===== config.mk =====
export PLATFORM = sky130hd
export DESIGN_NAME = pgcb_queue
export DESIGN_NICKNAME = d
export VERILOG_FILES = /design/src/pgcb_pkg.sv /design/src/pgcb_queue.sv
export SDC_FILE = /design/constraint.sdc
export NUM_CORES = 1
export LEC_CHECK = 0
export BUFFER_PORTS_ARGS = -buffer_cell sky130_fd_sc_hd__buf_2
export CAP_MARGIN = 15
export CORE_MARGIN = 3
export CORE_UTILIZATION = 46
export CTS_CLUSTER_SIZE = 14
export DETAILED_ROUTE_END_ITERATION = 8
export PLACE_DENSITY_LB_ADDON = 0.2
export SLEW_MARGIN = 20
export SYNTH_ARGS = -nofsm -noshare
export SYNTH_HDL_FRONTEND = slang
export SYNTH_SLANG_ARGS = --single-unit

===== constraint.sdc =====
create_clock -name clk -period 2.3 [get_ports clk]
set_input_delay 0.46 -clock clk [delete_from_list [all_inputs] [get_ports clk]]
set_output_delay 0.46 -clock clk [all_outputs]
set_load 0.01 [all_outputs]

===== src/pgcb_pkg.sv =====
// shared types, codes and defaults for the particle grid cell binner
`default_nettype none
package pgcb_pkg;

  // default sizing
  localparam int GRID_MAX_DEF     = 128;
  localparam int CELL_CAP_DEF     = 8;
  localparam int PARTICLE_MAX_DEF = 65536;

  // fixed payload widths
  localparam int IDX_W  = 8;
  localparam int PIDX_W = 16;
  localparam int POS_W  = 20;
  localparam int SIZE_W = 15;
  localparam int CFG_W  = 15;

  // register reset values
  localparam logic [7:0]        COLS_RESET   = 8'd100;
  localparam logic [7:0]        ROWS_RESET   = 8'd100;
  localparam logic [SIZE_W-1:0] WIDTH_RESET  = 15'd1000;
  localparam logic [SIZE_W-1:0] HEIGHT_RESET = 15'd1000;

  localparam int QUEUE_DEPTH = 2;

  typedef enum logic [1:0] {
    CFG_COLS   = 2'd0,
    CFG_ROWS   = 2'd1,
    CFG_WIDTH  = 2'd2,
    CFG_HEIGHT = 2'd3
  } cfg_reg_t;

  typedef enum logic [2:0] {
    ST_STORED     = 3'd0,
    ST_OUTSIDE    = 3'd1,
    ST_CELL_FULL  = 3'd2,
    ST_STORE_FULL = 3'd3,
    ST_HIT        = 3'd4,
    ST_NONE       = 3'd5
  } status_t;

  // classified item handed from front to back
  typedef struct packed {
    logic              is_query;
    status_t           code;
    logic [PIDX_W-1:0] pidx;
    logic [IDX_W-1:0]  cx;
    logic [IDX_W-1:0]  cy;
  } job_t;

  typedef enum logic [2:0] {
    F_IDLE,
    F_MUL,
    F_START,
    F_DIV,
    F_PUSH
  } front_state_t;

  typedef enum logic [2:0] {
    B_CLEAR,
    B_IDLE,
    B_FREAD,
    B_FGET,
    B_INS,
    B_WALK,
    B_SGET,
    B_EMIT
  } back_state_t;

endpackage
`default_nettype wire


===== src/pgcb_queue.sv =====
// short fifo between front and back
`default_nettype none
module pgcb_queue #(
  parameter int W     = 32,
  parameter int DEPTH = pgcb_pkg::QUEUE_DEPTH
) (
  input  wire logic         clk,
  input  wire logic         rst,
  input  wire logic         push,
  input  wire logic [W-1:0] push_data,
  input  wire logic         pop,
  output logic      [W-1:0] head,
  output logic              full,
  output logic              empty
);
  localparam int PW = $clog2(DEPTH);

  logic [W-1:0]  mem [DEPTH];
  logic [PW-1:0] wptr, rptr;
  logic [PW:0]   count;

  assign full  = (count == (PW+1)'(DEPTH));
  assign empty = (count == '0);
  assign head  = mem[rptr];

  // pointers and fill
  always_ff @(posedge clk) begin
    if (rst) begin
      wptr  <= '0;
      rptr  <= '0;
      count <= '0;
    end else begin
      if (push) begin
        wptr <= (wptr == PW'(DEPTH - 1)) ? '0 : wptr + 1'b1;
      end
      if (pop) begin
        rptr <= (rptr == PW'(DEPTH - 1)) ? '0 : rptr + 1'b1;
      end
      if (push && !pop) begin
        count <= count + 1'b1;
      end else if (pop && !push) begin
        count <= count - 1'b1;
      end
    end
  end

  // storage
  always_ff @(posedge clk) begin
    if (push) begin
      mem[wptr] <= push_data;
    end
  end
endmodule
`default_nettype wire


==> results.json <==
{
  "multi_input_area_um2": 472,
  "fin_setup_tns_ns": 0,
  "wl_per_cell_um": 15.4,
  "status": "completed",
  "holdBufCountCts": 0,
  "seqCellArea_um2": 2020,
  "grt_max_degree": 27,
  "cp_max_fo": 26,
  "ys_ff_latch": 69,
  "synth-simple-area-share_pct": 1.84,
  "synth-compound-area-share_pct": 0.398,
  "insertion_delay_ns": 0.32,
  "postSynthCellCount": 122,
  "antenna_found_initial": 0,
  "drt_iter0_drc": 61,
  "ys_seq_area_share_pct": 80.3,
  "yosys.area.top_type": "edfxtp_1",
  "place.detailed.hpwl_mm": 2.96,
  "htreeDepth": 3,
  "leakagePower_nw": 1.23,
  "synth-edff-count": 64,
  "skew_ns": 0.00377,
  "gp_congestion": 0.701,
  "synth_top_family_by_area": "multiplexers",
  "crit_path_end_kind": "output port",
  "grt-ovfl-total": 0,
  "worstHoldPathType": "in -> reg",
  "cts_max_path_buffers": 2,
  "hold_slack_ns": 0.319,
  "dr.pass1.iters": 4,
  "die_x_um": 80.0,
  "syn2layout_area_growth_pct": 26.7,
  "synthXorXnorAreaFrac_pct": 1.39,
  "syn_avg_cell_area_um2": 20.6,
  "synth_adder_area_share_pct": 0.497,
  "root_buffer": "clkbuf_8",
  "slew_headroom_pct": 70.6,
  "place_ws_ns": 0.574,
  "cts_sinks": 69,
  "synth_area_leaders": "edfxtp_1 (76%), mux2_2 (13%), dfxtp_1 (4.0%)",
  "dieArea_um2": 6400,
  "nFillCells": 419,
  "syn_nets": 159,
  "route.detailed.drc": 0,
  "num_vias": 1325,
  "grtUsageTotal_pct": 14.2,
  "rsz0062_at_grt": "no",
  "avgViaCountPerCell": 4.78,
  "cts-buffers-inserted": 9,
  "yosysWarnings": 0,
  "async_reset_ff_share_pct": 0,
  "setup_slack_ns": 0.242,
  "final_nets": 239,
  "path_class": "reg -> out",
  "drive_gt1_share_pct": 57.0,
  "maxSlewViolCount": 0,
  "post-cts-setup-buffers": 0,
  "synth.distinct_cells": 17,
  "cts_resized": 0,
  "rows": 26,
  "routed_wl_mm": 4.28,
  "fin_crit_sh_pct": 89.5,
  "clkTransAtPathRegs_ns": 0.07,
  "synth_top_area_share_pct": 76.3,
  "ys_top_cells_by_count": "edfxtp_1 (64), mux2_2 (30), dfxtp_1 (5), nor2_1 (5), buf_4 (3)",
  "start_util_pct": 48.4,
  "die_h_um": 80.0,
  "ios": 70,
  "min_period_ns": 2.06,
  "netlist_area_um2": 2520,
  "diodes": 0,
  "synthMuxAreaShare_pct": 14.3,
  "drv_cap": 0,
  "grt_pass1_vias": 1385,
  "cp.arrival_ns": 1.60,
  "synth_most_common_cell": "edfxtp_1",
  "power_density_nw_per_um2": 882,
  "start_kind": "flop",
  "ir_drop_mv": 0.559,
  "setup_viol": 0,
  "fp.coreArea_um2": 5200,
  "required_ns": 1.84,
  "hold_violations": 0,
  "cts_tree": "yes",
  "grt_pass1_wl_mm": 6.63,
  "synth_flop_cell": "edfxtp_1",
  "io_buffers": 69,
  "timing.fmax_mhz": 486,
  "tightest_slew_ns": 0.440,
  "ant_nets": 0
}
==> placed cells by master (no fill, tap or decap) <==
cell	netlist	routed
a21oi_1	1	1
and2_1	1	1
and2b_2	1	1
buf_12	0	2
buf_2	0	69
buf_4	3	2
bufinv_16	0	2
clkbuf_1	0	1
clkbuf_8	0	9
clkinv_1	0	2
clkinv_2	0	2
dfxtp_1	5	5
edfxtp_1	64	64
ha_1	1	1
inv_1	1	1
mux2_1	2	2
mux2_2	30	30
nor2_1	5	5
nor2b_4	0	1
o21ai_0	1	1
or3_1	1	1
xnor2_1	2	2
xor2_1	2	2
==> kinds of logic after synthesis <==
family	Yosys count
xor gates and xnor gates	4
AOI/OAI and AO/OA	2
buffers and inverters	5
DFF	69
adders and majority gates	1
and+or+nand+nor	9
muxes	32
==> area by class of cell <==
class,count,share of cell area [%]
Clock buffer,10,4.00
Sequential cell,69,63.4
Tap cell,70,2.75
Timing Repair Buffer,73,12.5
Multi-Input combinational cell,48,14.8
Clock inverter,6,2.43
Inverter,1,0.118
==> flip-flops by register name, indices dropped and copies added, names as in the netlist, named ones only <==
register,flops
mem,64
rptr,1
wptr,1
count,2
==> layer usage <==
| metal | up-vias | wire (um) | global-route usage [%] | part of all wire [%] |
|---|---|---|---|---|
| met4 | 0 | 50 | 7.09 | 1.2 |
| met2 | 41 | 2240 | 24.0 | 52 |
| met5 | - | 0 | 0 | 0 |
| met1 | 650 | 1720 | 16.8 | 40 |
| li1 | 629 | - | - | - |
| met3 | 5 | 258 | 3.72 | 6.0 |
==> critical path, stage by stage (launching register included) <==
cell and delay (ns):
dfxtp_1 0.52, buf_12 0.24, mux2_2 0.36, buf_2 0.14
==> final timing paths <==
path / startpoint / slack (ns) / to / depth (start not counted)
worst max-delay path: flop / 0.24 / head[18] / 3
worst min-delay path: push_data[1] / 0.32 / mem[0][1] / 1
worst max register to register: wptr / 1.03 / mem[0][19] / 2
worst min register to register: rptr / 0.52 / rptr / 2
==> report_power, final <==
| part | leakage [nW] | switching (W) | internal [W] |
|---|---|---|---|
| Combinational | 0.478 | 0.000158 | 0.000157 |
| Sequential | 0.642 | 0.0000284 | 0.00146 |
| Clock | 0.105 | 0.000412 | 0.000600 |
==> per-stage QoR <==
stage          utilization, %  instance area, um2  cells  total power, W
4_1_cts                  61.3                3190    277         0.00285
2_1_floorplan               -                2520    122         0.00169
3_3_place_gp             57.4                2990    261         0.00182
5_1_grt                  61.3                3190    277         0.00293
3_5_place_dp             57.4                2990    261         0.00184
6_report                 61.3                3190    277         0.00281
No activity file was read; power rests on OpenSTA's default activity.
