`src/pgcb_pkg.sv`:
```
// shared types, codes and defaults for the particle grid cell binner
`default_nettype none
package pgcb_pkg;

  // default sizing
  localparam int GRID_MAX_DEF     = 128;
  localparam int CELL_CAP_DEF     = 8;
  localparam int PARTICLE_MAX_DEF = 65536;

  // fixed payload widths
  localparam int IDX_W  = 8;
  localparam int PIDX_W = 16;
  localparam int POS_W  = 20;
  localparam int SIZE_W = 15;
  localparam int CFG_W  = 15;

  // register reset values
  localparam logic [7:0]        COLS_RESET   = 8'd100;
  localparam logic [7:0]        ROWS_RESET   = 8'd100;
  localparam logic [SIZE_W-1:0] WIDTH_RESET  = 15'd1000;
  localparam logic [SIZE_W-1:0] HEIGHT_RESET = 15'd1000;

  localparam int QUEUE_DEPTH = 2;

  typedef enum logic [1:0] {
    CFG_COLS   = 2'd0,
    CFG_ROWS   = 2'd1,
    CFG_WIDTH  = 2'd2,
    CFG_HEIGHT = 2'd3
  } cfg_reg_t;

  typedef enum logic [2:0] {
    ST_STORED     = 3'd0,
    ST_OUTSIDE    = 3'd1,
    ST_CELL_FULL  = 3'd2,
    ST_STORE_FULL = 3'd3,
    ST_HIT        = 3'd4,
    ST_NONE       = 3'd5
  } status_t;

  // classified item handed from front to back
  typedef struct packed {
    logic              is_query;
    status_t           code;
    logic [PIDX_W-1:0] pidx;
    logic [IDX_W-1:0]  cx;
    logic [IDX_W-1:0]  cy;
  } job_t;

  typedef enum logic [2:0] {
    F_IDLE,
    F_MUL,
    F_START,
    F_DIV,
    F_PUSH
  } front_state_t;

  typedef enum logic [2:0] {
    B_CLEAR,
    B_IDLE,
    B_FREAD,
    B_FGET,
    B_INS,
    B_WALK,
    B_SGET,
    B_EMIT
  } back_state_t;

endpackage
`default_nettype wire

```
`src/pgcb_div.sv`:
```
// iterative restoring divider, one quotient bit per cycle
`default_nettype none
module pgcb_div #(
  parameter int NUM_W = 28,
  parameter int DEN_W = 19
) (
  input  wire logic             clk,
  input  wire logic             rst,
  input  wire logic             start,
  input  wire logic [NUM_W-1:0] num,
  input  wire logic [DEN_W-1:0] den,
  output logic                  busy,
  output logic      [NUM_W-1:0] quo
);
  localparam int CW = $clog2(NUM_W + 1);

  logic [NUM_W-1:0] nshift;
  logic [DEN_W-1:0] rem;
  logic [DEN_W-1:0] den_r;
  logic [CW-1:0]    cnt;
  logic [DEN_W:0]   sh;
  logic             ge;

  // trial subtract
  assign sh = {rem, nshift[NUM_W-1]};
  assign ge = (sh >= {1'b0, den_r});

  always_ff @(posedge clk) begin
    if (rst) begin
      busy <= 1'b0;
      cnt  <= '0;
    end else if (start) begin
      busy <= 1'b1;
      cnt  <= CW'(NUM_W);
    end else if (busy) begin
      cnt  <= cnt - 1'b1;
      busy <= (cnt != CW'(1));
    end
  end

  // datapath
  always_ff @(posedge clk) begin
    if (start) begin
      nshift <= num;
      den_r  <= den;
      rem    <= '0;
      quo    <= '0;
    end else if (busy) begin
      nshift <= {nshift[NUM_W-2:0], 1'b0};
      rem    <= ge ? DEN_W'(sh - {1'b0, den_r}) : DEN_W'(sh);
      quo    <= {quo[NUM_W-2:0], ge};
    end
  end
endmodule
`default_nettype wire

```
`src/pgcb_front.sv`:
```
// front end: accepts items, bins coordinates and assigns particle indices
`default_nettype none
module pgcb_front #(
  parameter int GRID_MAX     = pgcb_pkg::GRID_MAX_DEF,
  parameter int PARTICLE_MAX = pgcb_pkg::PARTICLE_MAX_DEF
) (
  input  wire logic                                clk,
  input  wire logic                                rst,
  input  wire logic                                in_valid,
  output logic                                     in_stall,
  input  wire logic                                req_type,
  input  wire logic signed [pgcb_pkg::POS_W-1:0]   pos_x,
  input  wire logic signed [pgcb_pkg::POS_W-1:0]   pos_y,
  input  wire logic [$clog2(GRID_MAX+1)-1:0]       cols,
  input  wire logic [$clog2(GRID_MAX+1)-1:0]       rows,
  input  wire logic [pgcb_pkg::SIZE_W-1:0]         width,
  input  wire logic [pgcb_pkg::SIZE_W-1:0]         height,
  input  wire logic                                clearing,
  input  wire logic                                q_full,
  output logic                                     push,
  output pgcb_pkg::job_t                           push_job
);
  import pgcb_pkg::*;

  localparam int NW    = $clog2(GRID_MAX + 1);
  localparam int QW    = NW + POS_W;
  localparam int DEN_W = SIZE_W + 4;
  localparam int PTW   = $clog2(PARTICLE_MAX + 1);

  front_state_t      state, state_next;
  logic              is_query;
  logic              neg_x, neg_y;
  logic [POS_W-1:0]  mag_x, mag_y;
  logic [DEN_W-1:0]  den_x, den_y;
  logic [QW-1:0]     num_x, num_y;
  logic [QW-1:0]     q_x, q_y;
  logic              busy_x, busy_y;
  logic              div_start;
  logic [PTW-1:0]    total;
  logic              accept;
  logic              in_x, in_y, in_grid, store_full;
  logic [IDX_W-1:0]  idx_x, idx_y;

  assign accept = in_valid && !in_stall;

  // next state
  always_comb begin
    state_next = state;
    unique case (state)
      F_IDLE:  if (accept) state_next = F_MUL;
      F_MUL:   state_next = F_START;
      F_START: state_next = F_DIV;
      F_DIV:   if (!busy_x && !busy_y) state_next = F_PUSH;
      F_PUSH:  if (!q_full) state_next = F_IDLE;
      default: state_next = F_IDLE;
    endcase
  end

  // outputs
  always_comb begin
    in_stall  = (state != F_IDLE) || clearing;
    div_start = (state == F_START);
    push      = (state == F_PUSH) && !q_full;
  end

  always_ff @(posedge clk) begin
    if (rst) begin
      state <= F_IDLE;
      total <= '0;
    end else begin
      state <= state_next;
      if (push && !is_query && !store_full) begin
        total <= total + 1'b1;
      end
    end
  end

  // capture item: sign and magnitude, scaled image size
  always_ff @(posedge clk) begin
    if (accept) begin
      is_query <= req_type;
      neg_x    <= pos_x[POS_W-1];
      neg_y    <= pos_y[POS_W-1];
      mag_x    <= pos_x[POS_W-1] ? POS_W'(-pos_x) : POS_W'(pos_x);
      mag_y    <= pos_y[POS_W-1] ? POS_W'(-pos_y) : POS_W'(pos_y);
      den_x    <= {(width == '0) ? SIZE_W'(1) : width, 4'b0000};
      den_y    <= {(height == '0) ? SIZE_W'(1) : height, 4'b0000};
    end
    if (state == F_MUL) begin
      num_x <= QW'(cols) * QW'(mag_x);
      num_y <= QW'(rows) * QW'(mag_y);
    end
  end

  pgcb_div #(.NUM_W(QW), .DEN_W(DEN_W)) u_div_x (
    .clk(clk), .rst(rst), .start(div_start), .num(num_x), .den(den_x),
    .busy(busy_x), .quo(q_x)
  );

  pgcb_div #(.NUM_W(QW), .DEN_W(DEN_W)) u_div_y (
    .clk(clk), .rst(rst), .start(div_start), .num(num_y), .den(den_y),
    .busy(busy_y), .quo(q_y)
  );

  // classify: negatives inside only when they truncate to zero
  always_comb begin
    in_x       = neg_x ? (q_x == '0) : (q_x < QW'(cols));
    in_y       = neg_y ? (q_y == '0) : (q_y < QW'(rows));
    in_grid    = in_x && in_y;
    idx_x      = neg_x ? '0 : IDX_W'(q_x);
    idx_y      = neg_y ? '0 : IDX_W'(q_y);
    store_full = (32'(total) >= PARTICLE_MAX);
    push_job.is_query = is_query;
    if (!is_query && store_full) begin
      push_job.code = ST_STORE_FULL;
      push_job.pidx = '0;
      push_job.cx   = '0;
      push_job.cy   = '0;
    end else begin
      push_job.code = in_grid ? ST_STORED : ST_OUTSIDE;
      push_job.pidx = is_query ? '0 : PIDX_W'(total);
      push_job.cx   = in_grid ? idx_x : '0;
      push_job.cy   = in_grid ? idx_y : '0;
    end
  end
endmodule
`default_nettype wire

```
`config.mk`:
```
export PLATFORM = sky130hd
export DESIGN_NAME = pgcb_front
export DESIGN_NICKNAME = d
export VERILOG_FILES = /design/src/pgcb_pkg.sv /design/src/pgcb_div.sv /design/src/pgcb_front.sv
export SDC_FILE = /design/constraint.sdc
export NUM_CORES = 1
export LEC_CHECK = 0
export CAP_MARGIN = 5
export CORE_UTILIZATION = 67
export CTS_BUF_LIST = sky130_fd_sc_hd__clkbuf_8
export DETAILED_ROUTE_END_ITERATION = 12
export DONT_BUFFER_PORTS = 1
export PLACE_DENSITY = 0.89
export SYNTH_ARGS = -nofsm -noshare
export SYNTH_HDL_FRONTEND = slang
export SYNTH_HIERARCHICAL = 1
export SYNTH_SLANG_ARGS = --single-unit
```
`constraint.sdc`:
```
create_clock -name clk -period 6.4 [get_ports clk]
set_input_delay 0.96 -clock clk [delete_from_list [all_inputs] [get_ports clk]]
set_output_delay 0.96 -clock clk [all_outputs]
set_load 0.01 [all_outputs]
```
==> summary.txt <==
Critical path
  – CP Max Fanout: 8
  – Crit path required time: 6800 ps
  – WS Path Type: reg -> reg
  – Startpoint types: flip-flop
  – Worst R2R Start: mag_x[1]
  – Worst R2R End: num_x[20]
  – CP Data Arrival Time: 5730 ps
  – CP startpoint: mag_x[1]
  – R2R Setup Slk: 1070 ps
  – Crit path to: num_x[20]
  – R2R depth: 16
  – Crit. End Element: flip-flop

Clock tree
  – Clock buffer count from CTS: 56
  – Setup bufs post-CTS: 0
  – Hold-fix buffers, CTS: 0
  – Max H-tree Level: 2
  – Post-cts gate resize count: 0
  – Clock transition at the registers of the reported paths: 60 ps
  – Clk sink count: 349
  – Max clock buf depth: 3
  – Clock latency on the worst-skew pair: 650 ps
  – TritonCTS clock tree: yes
  – Clk root buf: clkbuf_8

Logic synthesis
  – Post-synth top area share: 25.3%
  – Sequential area share after synthesis: 34.8%
  – FF+latch count, synth: 349
  – Largest cells by area after synthesis: edfxtp_1 25%, fa_1 16%, dfxtp_1 9.5%
  – Largest family of logic cells by synthesized area: adder cells
  – Post-synthesis cell area: 0.0265 mm2
  – Multiplexer area fraction after synthesis: 5.06%
  – Avg Synthesized Cell Area: 10.2 um2
  – Simple-gate share of the synthesized area: 16.1%
  – Compound-Gate Fraction of Synth Area: 9.24%
  – Cell accounting for the most synthesized area: edfxtp_1
  – Xor/xnor share of the synthesized area: 4.13%
  – Unique masters post-synth: 91
  – Cells after Synth: 2608
  – Ys flop type: edfxtp_1
  – EDFF count, synth: 223
  – Adder-cell share of the synthesized area: 23.8%
  – YS warnings: 6
  – Asr flop ratio synth: 0%

Placed design
  – Placed cells: 3016
  – DP Wirelength: 40800 um
  – Port Buffer Count: 0
  – RD Place Congestion: 0.913

Final layout
  – Fraction of layout instances using a drive strength above 1: 6.99%
  – Ant diodes: 0
  – Commonest non-fill, non-tap cell in the layout: inv_1
  – Commonest cells after routing, fill and taps aside: 355 x inv_1, 256 x and2_1, 223 x edfxtp_1
  – Area grow syn2layout: 5.20%
  – Post-route non-filler standard cell count: 3121
  – Fin nets: 3022

Power and ir drop
  – Sw power: 5350 uW
  – Pint: 7300 uW
  – Tot Pwr: 12600 uW
  – Power density cells: 454 mW/mm2
  – Lkg Pwr: 0.0120 uW
  – Clk network pwr share: 15.8%
  – Sequential group share of total power: 29.1%
  – Max IR drop VDD: 300 uV
  – Power share of the combinational group: 55.1%
  – Sw frac: 42.3%

GRT
  – Routing usage on met2: 47.7%
  – Met1 Resource Use GR: 35.8%
  – Vias in the first global route: 19169
  – Grt met3 use: 4.37%
  – Global route total overflow: 0
  – Largest net degree at the start of global routing: 193
  – Initial antenna violation count: 1
  – Grt peak-use layer: met2
  – GR Util All Layers: 28.0%
  – First-pass GRT wire length: 91900 um

Die
  – Initial Util: 68.2%
  – IO Count: 130
  – CORE AREA: 0.0388 mm2
  – Die footprint: 0.0403 mm2
  – Die Y: 201 um
  – Rows: 72
  – Die X: 201 um

STA
  – Final Cycle Share: 83.2%
  – Fin Setup TNS: 0 ps
  – Slew Limit Headroom: 24.3%
  – Min Tclk post-route: 5330 ps
  – Clk_skew: 17.1 ps
  – Final Hold Viols: 0
  – RSZ-0062 raised after global routing: no
  – Peak Freq: 0.188 GHz
  – Final setup vio count: 0
  – Worst Max-Slew Pin Slew: 1130 ps
  – Fin. max-slew vios: 0

Route
  – Post-route ant nets: 0
  – Avg Vias per Cell: 5.93
  – DR vias: 18517
  – Iter 0 DRT Violations: 1195
  – Drt pass-1 iters: 5
  – DR WL/cell: 17.8 um
  – Overall routed net length: 55700 um
  – DR DRC count: 0

Run status
  – Outcome: completed

Min path
  – Hold Crit Class: in -> reg

Flow run
  – MaxCap Viol Count: 0
[cell type report]
| type | count | area, um2 |
|---|---|---|
| clock inverters | 44 | 333 |
| clock buffers | 61 | 840 |
| fillers | 2696 | 11000 |
| multi-input cells | 1807 | 15500 |
| well taps | 518 | 648 |
| flip-flops and latches | 349 | 9220 |
| repair buffers | 6 | 57.6 |
| inverters | 336 | 1260 |
[layer usage]
layer	wire (um)	share of wire, %
met4	1820	3.3
met1	22800	41
met2	27500	49
met5	0	0
met3	3530	6.3
[logic make-up after synthesis]
group                    count (synthesis)
XOR/XNOR                               125
flip-flops                             349
multiplexers                           127
other                                    1
AND/OR/NAND/NOR                        817
adder cells (fa/ha/maj)                374
AO/OA/AOI/OAI                          355
buffers and inverters                  460
[cell usage after synthesis, drive strengths merged, types with 5 or more instances]
cell     number
o21ai        70
fa          218
inv         335
nor3b         7
a31oi        13
edfxtp      223
nand2b       12
or2           6
buf          22
xor2         37
a211oi       34
o41ai        10
clkbuf      102
and2        256
nor4         28
and3         16
a21o         38
or4           8
nand3        31
o211ai       10
nand2       187
mux2i        72
a32oi         6
a221oi        5
or3          14
xnor2        88
a21oi        91
nand4        19
o21bai        8
nor3         31
ha          156
o21a         12
dfxtp       126
nor2        175
a2111oi       7
o2111ai       5
mux2         55
nor2b        12
o31ai        15
[critical path, cell delays in order (launching register included)]
cell and delay [ps]:
edfxtp_1 570, nand2_1 140, fa_1 510, fa_1 570
inv_1 60, fa_1 540, inv_1 60, fa_1 530
inv_1 40, ha_1 360, a21o_1 220, a31o_2 220
o21ai_0 330, a211oi_1 140, or4_1 530, a21oi_1 190
xnor2_1 80
[worst min path at each step]
stage                    from           endpoint  slack, ps  cells past startpoint
floorplan           den_x[10]  u_div_x/den_r[10]        400                      0
global placement    den_y[10]  u_div_y/den_r[10]        400                      0
detailed placement  den_y[18]  u_div_y/den_r[18]        400                      0
CTS                       rst       u_div_y/busy        320                      1
global route              rst       u_div_y/busy        340                      1
finish                    rst           total[6]        370                      1
[flip-flops by register name (all words and copies together) (netlist names), 3 cells and up]
register,flops
u_div_y/den_r,19
u_div_y/nshift,28
u_div_x/nshift,28
u_div_y/cnt,5
mag_x,20
u_div_x/cnt,5
u_div_y/quo,28
state,3
num_x,28
total,17
den_x,15
u_div_x/rem,19
u_div_y/rem,19
den_y,15
mag_y,20
u_div_x/den_r,19
u_div_x/quo,28
num_y,28
[power groups by stage]
stage	logic, uW	registers, uW	clock network [uW]
floorplan	5600	3550	0
global placement	6610	3690	0
detailed placement	6870	3710	0
CTS	6930	3670	2050
global route	7790	3740	2140
finish	6970	3680	2000
[stage by stage]
step           setup slack (ps)  hold slack (ps)  utilization, %  area, um2
3_3_place_gp                897              403            68.7      26700
3_5_place_dp                817              405            68.7      26700
6_report                   1070              367            71.8      27900
5_1_grt                     861              343            71.8      27900
4_1_cts                    1110              316            71.8      27900
2_1_floorplan               906              400               -      26500
Power figures use the tool's default switching activity.
